<file path="src/hw/rtl/smr_pkg.sv">
`default_nettype none

package smr_pkg;

    // command carried in s_tuser
    typedef enum logic [1:0] {
        CMD_XFER  = 2'd0,
        CMD_BIND  = 2'd1,
        CMD_END   = 2'd2,
        CMD_SPARE = 2'd3
    } cmd_t;

    // bind target codes
    typedef enum logic [1:0] {
        TGT_LEFT  = 2'd0,
        TGT_RIGHT = 2'd1,
        TGT_X     = 2'd2,
        TGT_Y     = 2'd3
    } target_t;

    // exchange phases, one-hot
    typedef enum logic [6:0] {
        PH_IDLE   = 7'b0000001,
        PH_READY  = 7'b0000010,
        PH_ID_HI  = 7'b0000100,
        PH_BTN_LO = 7'b0001000,
        PH_BTN_HI = 7'b0010000,
        PH_MOT_X  = 7'b0100000,
        PH_MOT_Y  = 7'b1000000
    } phase_t;

    // register indexes
    localparam logic REG_SENS_H = 1'b0;
    localparam logic REG_SENS_V = 1'b1;

    localparam logic [15:0] DEVICE_ID    = 16'h5A12;
    localparam logic [7:0]  BYTE_START   = 8'h01;
    localparam logic [7:0]  BYTE_POLL    = 8'h42;
    localparam logic [7:0]  BYTE_IDLE    = 8'hFF;
    localparam logic [15:0] BUTTONS_OFF  = 16'hFFFF;
    localparam int          LEFT_BIT     = 11;
    localparam int          RIGHT_BIT    = 10;
    localparam logic signed [15:0] PRESS_LEVEL = 16'sd128;
    localparam logic [11:0] SENS_RESET   = 12'd256;

    // fields of one input beat
    typedef struct packed {
        logic [1:0]         cmd;
        logic [7:0]         host_byte;
        logic [1:0]         bind_target;
        logic signed [15:0] amount;
    } in_item_t;

    // fields of one result beat
    typedef struct packed {
        logic [7:0] reply_byte;
        logic       acknowledge;
        logic [1:0] held_buttons;
    } out_item_t;

endpackage

`default_nettype wire

</file>
<file path="src/hw/rtl/serial_mouse_responder_core.sv">
`default_nettype none

// game-port mouse responder
// s_* channel: one beat per event; s_tuser carries the command (transfer,
//   bind update, end of transfer), s_tdata the byte, bind target and amount
// m_* channel: exactly one beat per input beat, in order: reply byte,
//   acknowledge flag and the buttons held after that event
// apb port: two 12-bit Q4.8 gain registers, X at 0x0, Y at 0x4; write them
//   only while no beat is in flight
// data path: an accepted beat is registered into the input stage, worked out
//   combinationally and registered into the result register when the output
//   side is free
// throughput: one beat per cycle unless m_tready holds the result register;
//   the phase update, the gain multiply with its saturating add and the
//   report clamp all sit between the input stage and the result register
// a stalled result holds in the result register while the input stage
//   still takes one more beat; s_tready drops only when both are full
// reset: phase idle, buttons all released, accumulators zero, gains 1.0,
//   both stages empty
module serial_mouse_responder_core (
    input  wire logic        clk,
    input  wire logic        rst_n,
    // apb configuration
    input  wire logic        psel,
    input  wire logic        penable,
    input  wire logic        pwrite,
    input  wire logic [2:0]  paddr,
    input  wire logic [31:0] pwdata,
    output logic      [31:0] prdata,
    output logic             pready,
    // input stream
    input  wire logic        s_tvalid,
    output logic             s_tready,
    input  wire logic [31:0] s_tdata,  // host_byte[7:0] bind_target[9:8] amount[25:10]
    input  wire logic [1:0]  s_tuser,  // cmd[1:0]
    // result stream
    output logic             m_tvalid,
    input  wire logic        m_tready,
    output logic      [15:0] m_tdata   // reply_byte[7:0] acknowledge[8] held_buttons[10:9]
);

    // configuration registers
    logic [11:0] sens_h_reg;
    logic [11:0] sens_v_reg;

    // block state
    smr_pkg::phase_t    phase_reg, phase_next;
    logic [15:0]        buttons_reg, buttons_next;
    logic signed [31:0] acc_x_reg, acc_x_next;
    logic signed [31:0] acc_y_reg, acc_y_next;

    // pipeline stages
    logic                 in_valid_reg;
    smr_pkg::in_item_t    in_item_reg;
    logic                 out_valid_reg;
    smr_pkg::out_item_t   out_item_reg, out_item_next;

    logic advance;
    logic fire;
    logic cfg_write;

    assign pready    = 1'b1;
    assign cfg_write = psel & penable & pwrite;

    always_comb
    begin
        prdata = 32'd0;
        if (paddr[2] == smr_pkg::REG_SENS_V)
            prdata = {20'd0, sens_v_reg};
        else
            prdata = {20'd0, sens_h_reg};
    end

    always_ff @(posedge clk or negedge rst_n)
    begin
        if (!rst_n)
        begin
            sens_h_reg <= smr_pkg::SENS_RESET;
            sens_v_reg <= smr_pkg::SENS_RESET;
        end
        else if (cfg_write)
        begin
            if (paddr[2] == smr_pkg::REG_SENS_V)
                sens_v_reg <= pwdata[11:0];
            else
                sens_h_reg <= pwdata[11:0];
        end
    end

    // handshake: result register frees up when empty or being taken
    assign advance  = !out_valid_reg || m_tready;
    assign fire     = in_valid_reg && advance;
    assign s_tready = !in_valid_reg || advance;

    always_ff @(posedge clk or negedge rst_n)
    begin
        if (!rst_n)
            in_valid_reg <= 1'b0;
        else if (s_tready)
            in_valid_reg <= s_tvalid;
    end

    always_ff @(posedge clk)
    begin
        if (s_tvalid && s_tready)
        begin
            in_item_reg.cmd         <= s_tuser;
            in_item_reg.host_byte   <= s_tdata[7:0];
            in_item_reg.bind_target <= s_tdata[9:8];
            in_item_reg.amount      <= s_tdata[25:10];
        end
    end

    // motion bind: amount * gain (Q12.16), floored to 8 fraction bits
    logic [11:0]        sens_sel;
    logic signed [12:0] sens_signed;
    logic signed [28:0] product;
    logic signed [20:0] increment;
    logic signed [31:0] acc_sel;
    logic signed [32:0] sum_wide;
    logic signed [31:0] acc_added;

    assign sens_sel    = (in_item_reg.bind_target == smr_pkg::TGT_Y) ? sens_v_reg : sens_h_reg;
    assign acc_sel     = (in_item_reg.bind_target == smr_pkg::TGT_Y) ? acc_y_reg : acc_x_reg;
    assign sens_signed = $signed({1'b0, sens_sel});
    assign product     = 29'($signed(in_item_reg.amount)) * 29'(sens_signed);
    assign increment   = product[28:8];
    assign sum_wide    = {acc_sel[31], acc_sel} + {{12{increment[20]}}, increment};

    // saturate at the signed 32-bit limits
    always_comb
    begin
        if (sum_wide[32] != sum_wide[31])
            acc_added = sum_wide[32] ? {1'b1, 31'd0} : {1'b0, {31{1'b1}}};
        else
            acc_added = sum_wide[31:0];
    end

    // motion report: floor of the integer part, clamped to -128..127
    logic signed [31:0] acc_rep;
    logic [7:0]         motion_byte;

    assign acc_rep = (phase_reg == smr_pkg::PH_MOT_Y) ? acc_y_reg : acc_x_reg;

    always_comb
    begin
        if (!acc_rep[31] && (acc_rep[30:15] != 16'd0))
            motion_byte = 8'h7F;
        else if (acc_rep[31] && (acc_rep[30:15] != 16'hFFFF))
            motion_byte = 8'h80;
        else
            motion_byte = acc_rep[15:8];
    end

    // one event: phase step, button update or motion accumulate
    logic [7:0] reply;
    logic       ack;

    always_comb
    begin
        phase_next   = phase_reg;
        buttons_next = buttons_reg;
        acc_x_next   = acc_x_reg;
        acc_y_next   = acc_y_reg;
        reply        = smr_pkg::BYTE_IDLE;
        ack          = 1'b0;

        case (smr_pkg::cmd_t'(in_item_reg.cmd))
            smr_pkg::CMD_XFER:
            begin
                case (phase_reg)
                    smr_pkg::PH_IDLE:
                    begin
                        if (in_item_reg.host_byte == smr_pkg::BYTE_START)
                        begin
                            phase_next = smr_pkg::PH_READY;
                            ack        = 1'b1;
                        end
                    end
                    smr_pkg::PH_READY:
                    begin
                        if (in_item_reg.host_byte == smr_pkg::BYTE_POLL)
                        begin
                            reply      = smr_pkg::DEVICE_ID[7:0];
                            phase_next = smr_pkg::PH_ID_HI;
                            ack        = 1'b1;
                        end
                    end
                    smr_pkg::PH_ID_HI:
                    begin
                        reply      = smr_pkg::DEVICE_ID[15:8];
                        phase_next = smr_pkg::PH_BTN_LO;
                        ack        = 1'b1;
                    end
                    smr_pkg::PH_BTN_LO:
                    begin
                        reply      = buttons_reg[7:0];
                        phase_next = smr_pkg::PH_BTN_HI;
                        ack        = 1'b1;
                    end
                    smr_pkg::PH_BTN_HI:
                    begin
                        reply      = buttons_reg[15:8];
                        phase_next = smr_pkg::PH_MOT_X;
                        ack        = 1'b1;
                    end
                    smr_pkg::PH_MOT_X:
                    begin
                        reply      = motion_byte;
                        acc_x_next = {24'd0, acc_x_reg[7:0]};
                        phase_next = smr_pkg::PH_MOT_Y;
                        ack        = 1'b1;
                    end
                    smr_pkg::PH_MOT_Y:
                    begin
                        // last byte of the exchange, no acknowledge
                        reply      = motion_byte;
                        acc_y_next = {24'd0, acc_y_reg[7:0]};
                        phase_next = smr_pkg::PH_IDLE;
                    end
                    default:
                    begin
                        phase_next = smr_pkg::PH_IDLE;
                    end
                endcase
            end
            smr_pkg::CMD_BIND:
            begin
                case (smr_pkg::target_t'(in_item_reg.bind_target))
                    smr_pkg::TGT_LEFT:
                        buttons_next[smr_pkg::LEFT_BIT] =
                            !($signed(in_item_reg.amount) >= smr_pkg::PRESS_LEVEL);
                    smr_pkg::TGT_RIGHT:
                        buttons_next[smr_pkg::RIGHT_BIT] =
                            !($signed(in_item_reg.amount) >= smr_pkg::PRESS_LEVEL);
                    smr_pkg::TGT_X:
                        acc_x_next = acc_added;
                    smr_pkg::TGT_Y:
                        acc_y_next = acc_added;
                    default:
                        acc_y_next = acc_y_reg;
                endcase
            end
            smr_pkg::CMD_END:
            begin
                phase_next = smr_pkg::PH_IDLE;
            end
            default:
            begin
                // spare command leaves everything alone
                phase_next = phase_reg;
            end
        endcase

        out_item_next.reply_byte   = reply;
        out_item_next.acknowledge  = ack;
        out_item_next.held_buttons = {!buttons_next[smr_pkg::RIGHT_BIT],
                                      !buttons_next[smr_pkg::LEFT_BIT]};
    end

    always_ff @(posedge clk or negedge rst_n)
    begin
        if (!rst_n)
        begin
            phase_reg   <= smr_pkg::PH_IDLE;
            buttons_reg <= smr_pkg::BUTTONS_OFF;
            acc_x_reg   <= 32'sd0;
            acc_y_reg   <= 32'sd0;
        end
        else if (fire)
        begin
            phase_reg   <= phase_next;
            buttons_reg <= buttons_next;
            acc_x_reg   <= acc_x_next;
            acc_y_reg   <= acc_y_next;
        end
    end

    // result register
    always_ff @(posedge clk or negedge rst_n)
    begin
        if (!rst_n)
            out_valid_reg <= 1'b0;
        else if (advance)
            out_valid_reg <= in_valid_reg;
    end

    always_ff @(posedge clk)
    begin
        if (fire)
            out_item_reg <= out_item_next;
    end

    assign m_tvalid = out_valid_reg;
    assign m_tdata  = {5'd0, out_item_reg.held_buttons, out_item_reg.acknowledge,
                       out_item_reg.reply_byte};

endmodule

`default_nettype wire

</file>
<file path="config.mk">
export PLATFORM = sky130hd
export DESIGN_NAME = serial_mouse_responder_core
export DESIGN_NICKNAME = d
export VERILOG_FILES = /design/src/hw/rtl/smr_pkg.sv /design/src/hw/rtl/serial_mouse_responder_core.sv
export SDC_FILE = /design/constraint.sdc
export NUM_CORES = 1
export LEC_CHECK = 0
export BUFFER_PORTS_ARGS = -buffer_cell sky130_fd_sc_hd__buf_2
export CAP_MARGIN = 15
export CORE_AREA = 2 2 129 257
export CTS_CLUSTER_DIAMETER = 100
export DETAILED_ROUTE_END_ITERATION = 16
export DIE_AREA = 0 0 131 259
export PLACE_DENSITY_LB_ADDON = 0.12
export SYNTH_ARGS = -nofsm -noshare
export SYNTH_HDL_FRONTEND = slang
export SYNTH_SLANG_ARGS = --single-unit
</file>
<file path="constraint.sdc">
create_clock -name clk -period 9.3 [get_ports clk]
set_input_delay 0.93 -clock clk [delete_from_list [all_inputs] [get_ports clk]]
set_output_delay 0.93 -clock clk [all_outputs]
set_load 0.03 [all_outputs]
</file>
==> impl_summary.md, run 1 <==
Worst setup path
The peak fanout along the critical path is 5. The kind of capture point of the worst setup path is a flop. At the worst endpoint, the required time is ~9.6 ns. The cell repeated most along the worst path is buf_6. Data on the critical path arrives at its endpoint at 9.84 ns. The largest single stage delay on the critical path is 0.55 ns.

The critical path startpoint category is a flop. The kind of critical path is reg2reg. On the critical path, the stage with the largest delay is an instance of fa_1.

Route
In the routed design, unresolved DRC markers number 0. The vias after detailed routing is 12,600. The detailed router's first-iteration violation count is between 500 and 600.

Dividing the detail-routed wire length by the instance count gives 19.1 microns. After detailed routing, the number of vias per cell comes to 5.43. The first detailed-routing pass took 5 iterations.

After detailed routing, the total wire length is 44,300 microns. The remaining number of nets flagged by the antenna check after routing is 0.

CTS
The CTS tree is yes. The clock drives 138 sinks. The clock latency on the worst-skew pair is around 0.46 ns. The clock passes through at most 2 buffers. The maximum level of the CTS H-tree is 4. The cell at the root of the clock tree is clkbuf_16. In this run, CTS created clock tree buffers numbering 17. The clock-pin transition on the worst setup and hold timing paths is about 0.060 ns.

Placed design
The placer's final routability congestion estimate is between 0.8 and 0.9. The total half-perimeter wirelength after legalization and detailed placement is 34,400 microns. The worst setup slack before clock tree synthesis is -0.633 ns. In this run the tool buffered the top-level ports with 72 buffer cells.

Die
Pin placement for this block handled 127 I/O pins. The initial cell density of the core is 0.495. The floorplan step set the die height to 259 microns. The core outline area is 32,000 sq um. The area of the die is 33,900 sq um. The die is 131 microns wide. After floorplanning, the core was divided into 93 placement rows.

STA
The worst pin sits at a relative slew slack of 0.237. The setup violation total in the final timing report is 51. The final hold violation count came to 0.

Setup repair after global routing could not meet its margin everywhere. The fmax is 105 MHz. The worst setup slack after layout is -0.211 ns. The post-route worst hold slack is 0.424 ns. The count of final max-slew check failures came to 0.

For the final database, setup skew stands at 0.0193 ns. For the pin with the worst max-slew slack, the measured transition is 1.14 ns. The final critical-path required period is approximately 9.5 ns.

The share of the clock period used by the worst path is 1.02.

Global route
The global-route wire length before repair is 70,500 microns. Global routing finished with a remaining overflow of 0. The pin count of the biggest net entering global routing is 68. For this run, the total global-route usage over all layers was measured as 0.274. The number of antenna violations at the first check in global routing is 0. The via count of the first global-routing pass was roughly 14,000.

Synthesis
Counting flops with a built-in enable in the synthesized netlist gives 39. The mapped netlist covers 15,800 sq um. In this run, synthesis produced a sequential element count of 138. The async set or reset register ratio after synthesis is 0.717. Yosys printed 0 warnings. The fraction of the yosys area taken by sequential cells is 0.231. The mean cell area of the mapped netlist is 9.83 sq um. The number of standard cells after synthesis is 1,611. The most common flop cell mapped by yosys is dfrtp_1. In this run, distinct cell masters in the synthesized netlist total 92.

Cells and area
The top cell types in the final layout, fill and taps aside, are inv_1 (249), buf_4 (202), fa_1 (176), nand2_1 (130), dfrtp_1 (94). The repair_antennas step left the layout with diodes totalling 0. In the final layout, the share of cells above drive strength 1 is 0.296. The net count of the finished layout is around 2,200.

Leaving out fill and tap cells, the most frequent cell in the layout is inv_1. Compared with the post-synthesis result, the final layout area differs by 23.0%. Counting the fill cells in the layout gives 2,790.

Run status
The final reports fail on setup timing. The flow ran to the end, but the final reports show violations.

Hold path
The worst hold path belongs to the class in2async.

Job
The max-cap violation count is 0.
## worst paths after layout
path	slack (ns)	end	cells after the start	from
min in group clk	0.50	acc_y_reg[0]	1	acc_y_reg[0]
worst max register to register	-0.21	acc_y_reg[23]	43	in_item_reg[16]
max in group asynchronous	7.60	phase_reg[2]	2	rst_n
worst min-delay path	0.42	acc_x_reg[22]	1	rst_n
worst max-delay path	-0.21	acc_y_reg[23]	43	in_item_reg[16]
worst min register to register	0.50	acc_y_reg[0]	1	acc_y_reg[0]
## final cells by class
cell class              instances  area (sq um)  share of cell area
multi-input cells            1149         11300               0.579
flip-flops and latches        138          3650               0.188
repair buffers                313          2460               0.126
inverters                     258           968              0.0497
well taps                     427           534              0.0274
clock buffers                  18           429              0.0220
clock inverters                14           155             0.00796
## cells by family after synthesis
group | Yosys count | synth area share
other | 2 | 0.000474
muxes | 103 | 0.0725
xor gates and xnor gates | 47 | 0.0305
AOI/OAI and AO/OA | 248 | 0.117
DFF | 138 | 0.231
adders and majority gates | 292 | 0.313
buffers and inverters | 350 | 0.0961
and+or+nand+nor | 431 | 0.140
## worst max-delay path, delay by kind of cell, from the launching register on
family / cells / cell delay, ns
AO/OA/AOI/OAI: 16 / 2.67
XOR/XNOR: 1 / 0.16
adder cells (fa/ha/maj): 7 / 3.05
buffers and inverters: 12 / 1.46
flip-flops: 1 / 0.48
multiplexers: 1 / 0.34
AND/OR/NAND/NOR: 6 / 1.19
## stage by stage
stage	area [sq um]	setup TNS (ns)	utilization	std cells
2_1_floorplan	16000	0	-	1635
3_3_place_gp	17900	-23.88	0.559	2237
3_5_place_dp	17900	-27.85	0.559	2237
4_1_cts	19100	-3.44	0.598	2299
5_1_grt	19500	-29.15	0.609	2317
6_report	19500	-4.99	0.609	2317
## Yosys cell counts (4+ instances only)
cell type	n	area, sq um
o211ai_1	10	75.1
nand2b_1	18	113
nand4_1	13	81.3
a211o_1	5	43.8
o31ai_1	4	30.0
nand2_1	134	503
mux2_2	94	1060
nand3b_1	5	37.5
nand3_1	19	95.1
a211oi_1	9	67.6
xnor2_1	27	236
mux2i_1	9	90.1
nor4_1	11	68.8
buf_1	4	15.0
nor2b_1	79	494
dfstp_2	5	131
maj3_2	17	191
and3_1	8	50.1
a21o_2	4	35.0
buf_4	30	225
or3_1	5	31.3
fa_1	178	3560
clkbuf_1	46	173
and2_1	29	181
xor2_1	14	123
inv_1	258	968
a21boi_0	6	45.0
nor3_1	28	140
a221o_1	33	330
dfrtp_1	94	2350
edfxtp_1	39	1170
nor2_1	60	225
o21ai_0	50	250
a22o_1	14	123
a21o_1	12	90.1
ha_1	95	1190
o21a_1	16	120
a21oi_1	44	220
buf_6	5	56.3
or2_2	4	25.0
## metal layers
metal / track usage / vias up / wire length, microns
met2: 0.524 / 279 / 25600
li1: - / 5836 / -
met5: 0 / - / 0
met1: 0.270 / 6323 / 14700
met3: 0.0317 / 141 / 1080
met4: 0.167 / 0 / 2850
## repair_timing
item / in CTS / in global routing
cloned: 5 / 1
buffers inserted: 27 / 16
pin swaps: 41 / 50
setup endpoints to repair: 64 / 64
gates resized for setup: 86 / 42
hold buffers: 0 / 0
Power of run 1 is left out: the tool's default activity adds up to more than one toggle a clock period on the data nets, which glitch-free logic cannot reach.
==> run 2: changes to the inputs <==
- SKIP_LAST_GASP: unset -> 1
==> impl_summary.md, run 2 (synthesis results as in run 1) <==
Run status
The flow ran to the end, but the final reports show violations. The final reports fail on setup timing.

Worst setup path
The peak fanout along the critical path is 6 (+1). The slowest stage of the critical path belongs to the cell fa_1. STA classifies the critical path startpoint as a flop.

The endpoint arrival time on the critical path is 9.81 ns (-0.03 ns). The reg-to-reg setup timing slack is -0.18 ns (+0.03 ns). The cell that appears most often on the critical path is buf_6. The delay of the slowest cell on the worst path is 0.55 ns (about the same). In this run the critical register-to-register path is launched from in_item_reg[16].

The endpoint identified for the worst register-to-register timing path is acc_y_reg[20]. STA classifies the critical path endpoint as a flop. The length in cells of the worst reg-to-reg path was 43 (unchanged).

The critical path data required time is 9.63 ns (about the same). The kind of critical path is reg2reg.

Cells and area
The leading cell type in the layout, fill and taps excluded is inv_1. The area used by multi-input combinational logic is 11,300 sq um (unchanged). The net count of the finished layout is 2,226 (unchanged). The antenna diode count came to 0 (unchanged). The fill cell instance count of the final layout was 2,798 (+0.29%). The fraction of final layout cells with drive strength greater than 1 is 0.296 (unchanged).

The footprint of the flip-flops and latches came to 3650 sq um (unchanged). The signed area change from the synthesized netlist to the final layout is 22.9% (about the same). In the layout the commonest cells are inv_1 (248), buf_4 (202), fa_1 (176), nand2_1 (130), dfrtp_1 (94).

STA
The setup violation total in the final timing report came to 51 (unchanged). The count of final max-slew check failures is 0 (unchanged). The fmax came to 105 MHz (+0.32%).

The largest clock skew in the final design is 0.0187 ns (-0.000536 ns). The pin slew with the least headroom to its limit is 1.11 ns (-0.0297 ns). The worst setup slack after layout is -0.180 ns (+0.0306 ns). The headroom to the max-slew limit is 0.257 (+0.0198).

Setup repair after global routing could not meet its margin everywhere. The final hold violation count came to 0 (unchanged). The final critical-path required period came to 9.48 ns (-0.0306 ns). The share of the clock period used by the worst path is 1.02 (-0.00329). The total negative slack is -5.05 ns (-0.0642 ns).

Die
The boundary pin count is 127 (unchanged). The horizontal die dimension is 131 microns (unchanged). The core outline area is 32,000 sq um (unchanged). The area of the die is 33,900 sq um (unchanged). The initial cell density of the core is 0.495 (unchanged). The placement row count is 93 (unchanged). The overall die height is 259 microns (unchanged).

Placed design
The number of buffers added on ports is 72 (unchanged). The total half-perimeter wirelength after legalization and detailed placement was 34,400 microns (unchanged). The placer's final routability congestion estimate is 0.885 (unchanged).

Global route
The all-layer global routing usage is 0.274 (about the same). The pin count of the biggest net entering global routing is 68 (unchanged). The global-route wire length before repair is 70,500 microns (unchanged). The final global-route overflow total was 0 (unchanged). The via count of the first global-routing pass came to 13,800 (-0.12%). The number of antenna violations at the first check in global routing is 0 (unchanged).

Route
The ratio of routed vias to standard cells is 5.43 (about the same). The remaining number of nets flagged by the antenna check after routing came to 0 (unchanged). The number of iterations in the first detailed-routing pass is 5 (unchanged). The vias after detailed routing is 12,600 (-0.040%). The detailed-route DRC error count was 0 (unchanged). The detail-routed net length per standard cell is 19.1 microns (-0.11%). The detailed router's first-iteration violation count was 460 (-9.6%).

The final wirelength was 44,200 microns (-0.11%).

CTS
The hold buffer count at CTS is 0 (unchanged). The clock-pin transition on the worst setup and hold timing paths is 0.06 ns (about the same). The buffer levels on the longest clock path is 2 (unchanged).

The number of CTS-inserted buffers was 17 (unchanged). The maximum level of the CTS H-tree was 4 (unchanged). The number of sinks driven by the clock tree is 138 (unchanged). The cell at the root of the clock tree is clkbuf_16. TritonCTS built the clock tree. The clock latency on the worst-skew pair came to 0.46 ns (about the same).

Hold path
The path class of the tightest hold or removal check is in2async.

Job
The max-cap violation count was 0 (unchanged).
==> run 2: cell types whose count changed in the layout (fill, tap and decap cells not counted), sizes merged <==
cell	change
buf	+1
clkbuf	-1
==> run 2: metrics by stage <==
step	instances	hold WS [ns]	utilization	instance area, sq um	setup WS [ns]
3_3_place_gp	2237	0.466	0.559	17900	-0.558
6_report	2317	0.423	0.608	19500	-0.180
3_5_place_dp	2237	0.489	0.559	17900	-0.633
4_1_cts	2299	0.423	0.597	19100	-0.107
2_1_floorplan	1635	0.452	-	16000	0.0236
5_1_grt	2317	0.444	0.608	19500	-0.548
==> run 2: worst max path at each step <==
| stage | slack (ns) | from | end |
|---|---|---|---|
| final | -0.18 | in_item_reg[16] | acc_y_reg[20] |
| after global routing | -0.55 | in_item_reg[16] | acc_y_reg[16] |
| after CTS | -0.11 | in_item_reg[16] | acc_x_reg[25] |
| after detailed placement | -0.63 | in_item_reg[16] | acc_y_reg[8] |
| after global placement | -0.56 | in_item_reg[16] | acc_y_reg[13] |
| after floorplan | 0.02 | in_item_reg[16] | acc_x_reg[22] |
==> run 2: what timing repair did <==
| item | CTS | global route |
|---|---|---|
| cloned | 5 | 0 |
| setup endpoints to repair | 64 | 64 |
| buffers inserted | 27 | 17 |
| hold endpoints to repair | 0 | 0 |
| pin swaps | 35 | 52 |
| resized for setup | 85 | 43 |
==> run 2: final cells by class <==
type	instances	share of cell area
repair buffers	313	0.126
flip-flops and latches	138	0.188
clock inverters	14	0.00797
multi-input cells	1149	0.579
clock buffers	18	0.0220
inverters	258	0.0497
well taps	427	0.0274
==> run 2: worst max-delay path: cells and delay by family (launching register included) <==
kind / cells / cell delay (ns)
adder cells (fa/ha/maj): 7 / 3.05
buffers and inverters: 12 / 1.43
XOR/XNOR: 1 / 0.16
flip-flops: 1 / 0.49
AO/OA/AOI/OAI: 16 / 2.66
multiplexers: 1 / 0.34
AND/OR/NAND/NOR: 6 / 1.20
==> run 2: routing by layer <==
metal	track usage	routed length, microns	vias to the layer above
met5	0	0	-
met4	0.165	2800	0
met3	0.0328	1020	137
met2	0.525	25500	265
met1	0.271	14900	6334
li1	-	-	5838
Power of run 2 is left out for the same reason.
==> run 3: changes to the inputs <==
- CTS_BUF_LIST: unset -> sky130_fd_sc_hd__clkbuf_2
- SKIP_CTS_REPAIR_TIMING: unset -> 1
==> impl_summary.md, run 3 (synthesis results as in run 1) <==
STA
The total negative slack is -7.09 ns (-2.04 ns). The share of the clock period used by the worst path was 1.02 (+0.00496). The setup violation total in the final timing report is 57 (+12%). The final hold violation count is 0 (unchanged). The largest clock skew in the final design came to 0.0849 ns (+0.0662 ns). The count of final max-slew check failures is 0 (unchanged).

The worst setup slack after layout is -0.226 ns (-0.0461 ns). The fmax is 105 MHz (-0.48%). Setup repair after global routing could not meet its margin everywhere. The headroom to the max-slew limit came to 0.255 (-0.00194). The pin slew with the least headroom to its limit was 1.12 ns (+0.00290 ns). The final critical-path required period is 9.53 ns (+0.0461 ns).

Cells and area
The library cell used most frequently in the layout, excluding fill and tap cells, is inv_1. The fraction of final layout cells with drive strength greater than 1 is 0.291 (-0.00508). The signed area change from the synthesized netlist to the final layout is 19.2%. The net count of the finished layout is 2,204 (-0.99%).

In the layout the commonest cells are inv_1 (247), buf_4 (189), fa_1 (175), nand2_1 (131), dfrtp_1 (94). The final standard cell utilization of the core is 0.590 (-0.0182).

CTS
The clock-pin transition on the worst setup and hold timing paths is 0.24 ns (+0.18 ns). The CTS tree is yes. CTS placed an instance of clkbuf_2 at the clock tree root. The buffer levels on the longest clock path is 2 (unchanged). The clock latency on the worst-skew pair is 0.86 ns (+0.40 ns). The number of sinks driven by the clock tree is 138 (unchanged). The maximum level of the CTS H-tree was 4 (unchanged). The number of CTS-inserted buffers was 17 (unchanged).

Global route
The final global-route overflow total is 0 (unchanged). The pin count of the biggest net entering global routing is 68 (unchanged). The via count of the first global-routing pass is 13,500 (-2.5%). The global-route wire length before repair is 67,700 microns (-4.1%). The all-layer global routing usage is 0.260 (-0.0141).

The number of antenna violations at the first check in global routing came to 1 (+1).

Route
The detailed-route DRC error count was 0 (unchanged). The detailed router's first-iteration violation count came to 480 (+4.3%). The remaining number of nets flagged by the antenna check after routing is 0 (unchanged). The vias after detailed routing came to 12,500 (-0.82%). The ratio of routed vias to standard cells is 5.43 (about the same). The detail-routed net length per standard cell is 18.9 microns (-0.95%). The number of iterations in the first detailed-routing pass is 5 (unchanged). The final wirelength is 43,400 microns (-1.8%).

Worst setup path
The largest individual stage delay along the critical path comes from the cell edfxtp_1. The number of buffers and inverters on the critical path is 12 (unchanged). STA classifies the critical path endpoint as a flop.

The endpoint arrival time on the critical path is 10.23 ns (+0.42 ns). The critical path startpoint category is a flop. The delay of the slowest cell on the worst path was 0.58 ns (+0.03 ns). Among cell families on the critical path, the largest total delay comes from compound AO/OA/AOI/OAI gates.

The cell repeated most along the worst path is o21a_1. The critical path is of the reg2reg type. The peak fanout along the critical path came to 11 (+5). The critical path data required time came to 10.00 ns (+0.37 ns).

Die
The area of the die is 33,900 sq um (unchanged). The horizontal die dimension is 131 microns (unchanged). The placement row count is 93 (unchanged). The boundary pin count was 127 (unchanged). The initial cell density of the core is 0.495 (unchanged).

The overall die height was 259 microns (unchanged). The core outline area is 32,000 sq um (unchanged).

Placed design
The number of buffers added on ports is 72 (unchanged). The worst setup slack before clock tree synthesis came to -0.633 ns (unchanged). The placer's final routability congestion estimate was 0.885 (unchanged). The total half-perimeter wirelength after legalization and detailed placement is 34,400 microns (unchanged).

Run status
The run finished, with violations left. The checks that failed: setup timing.

Job
The max-cap violation count is 0 (unchanged).

Hold path
The tightest min-delay check is of the in2async type.
-- run 3: cell types whose count changed in the layout (fill, tap and decap cells not counted), sizes merged --
cell / change
diode: +1
buf: -25
and2: +1
clkbuf: +2
-- run 3: through the flow --
| step | cell area [sq um] | hold WS, ns | std cells |
|---|---|---|---|
| floorplan | 16000 | 0.452 | 1635 |
| global placement | 17900 | 0.466 | 2237 |
| detailed placement | 17900 | 0.489 | 2237 |
| CTS | 18100 | -0.0358 | 2269 |
| global route | 18900 | 0.00257 | 2296 |
| finish | 18900 | 0.0206 | 2296 |
-- run 3: cell type report --
cell class,instances,area [sq um]
sequential,138,3650
inverter,258,968
clock buffer,18,90.1
clock inverter,14,155
fill,2859,13100
tap,427,534
antenna,1,2.50
multi-input combinational,1150,11200
timing repair buffer,290,2240
-- run 3: per-layer routing --
| layer | part of all wire | GRT usage | up-vias |
|---|---|---|---|
| met5 | 0 | 0 | - |
| met2 | 0.58 | 0.502 | 256 |
| li1 | - | - | 5800 |
| met1 | 0.34 | 0.261 | 6289 |
| met4 | 0.062 | 0.143 | 0 |
| met3 | 0.024 | 0.0272 | 126 |
-- run 3: worst paths after layout --
kind                            startpoint         endpoint  slack [ns]  depth (start not counted)
min reg2reg                buttons_reg[11]  buttons_reg[11]        0.53                          2
max                        in_item_reg[16]    acc_y_reg[26]       -0.23                         44
min in group clk               s_tdata[23]  in_item_reg[13]        0.22                          1
min                                  rst_n    acc_x_reg[22]        0.02                          1
max reg2reg                in_item_reg[16]    acc_y_reg[26]       -0.23                         44
max in group asynchronous            rst_n     phase_reg[2]        8.00                          2
-- run 3: worst register-to-register path, delay by kind of cell, from the launching register on --
family	cells	cell delay, ns
xor+xnor	1	0.21
compound gates	17	2.93
flops	1	0.58
simple gates	6	1.20
buf+inv	12	1.50
mux	1	0.26
fa+ha+maj	7	2.74
Power of run 3 is left out for the same reason.
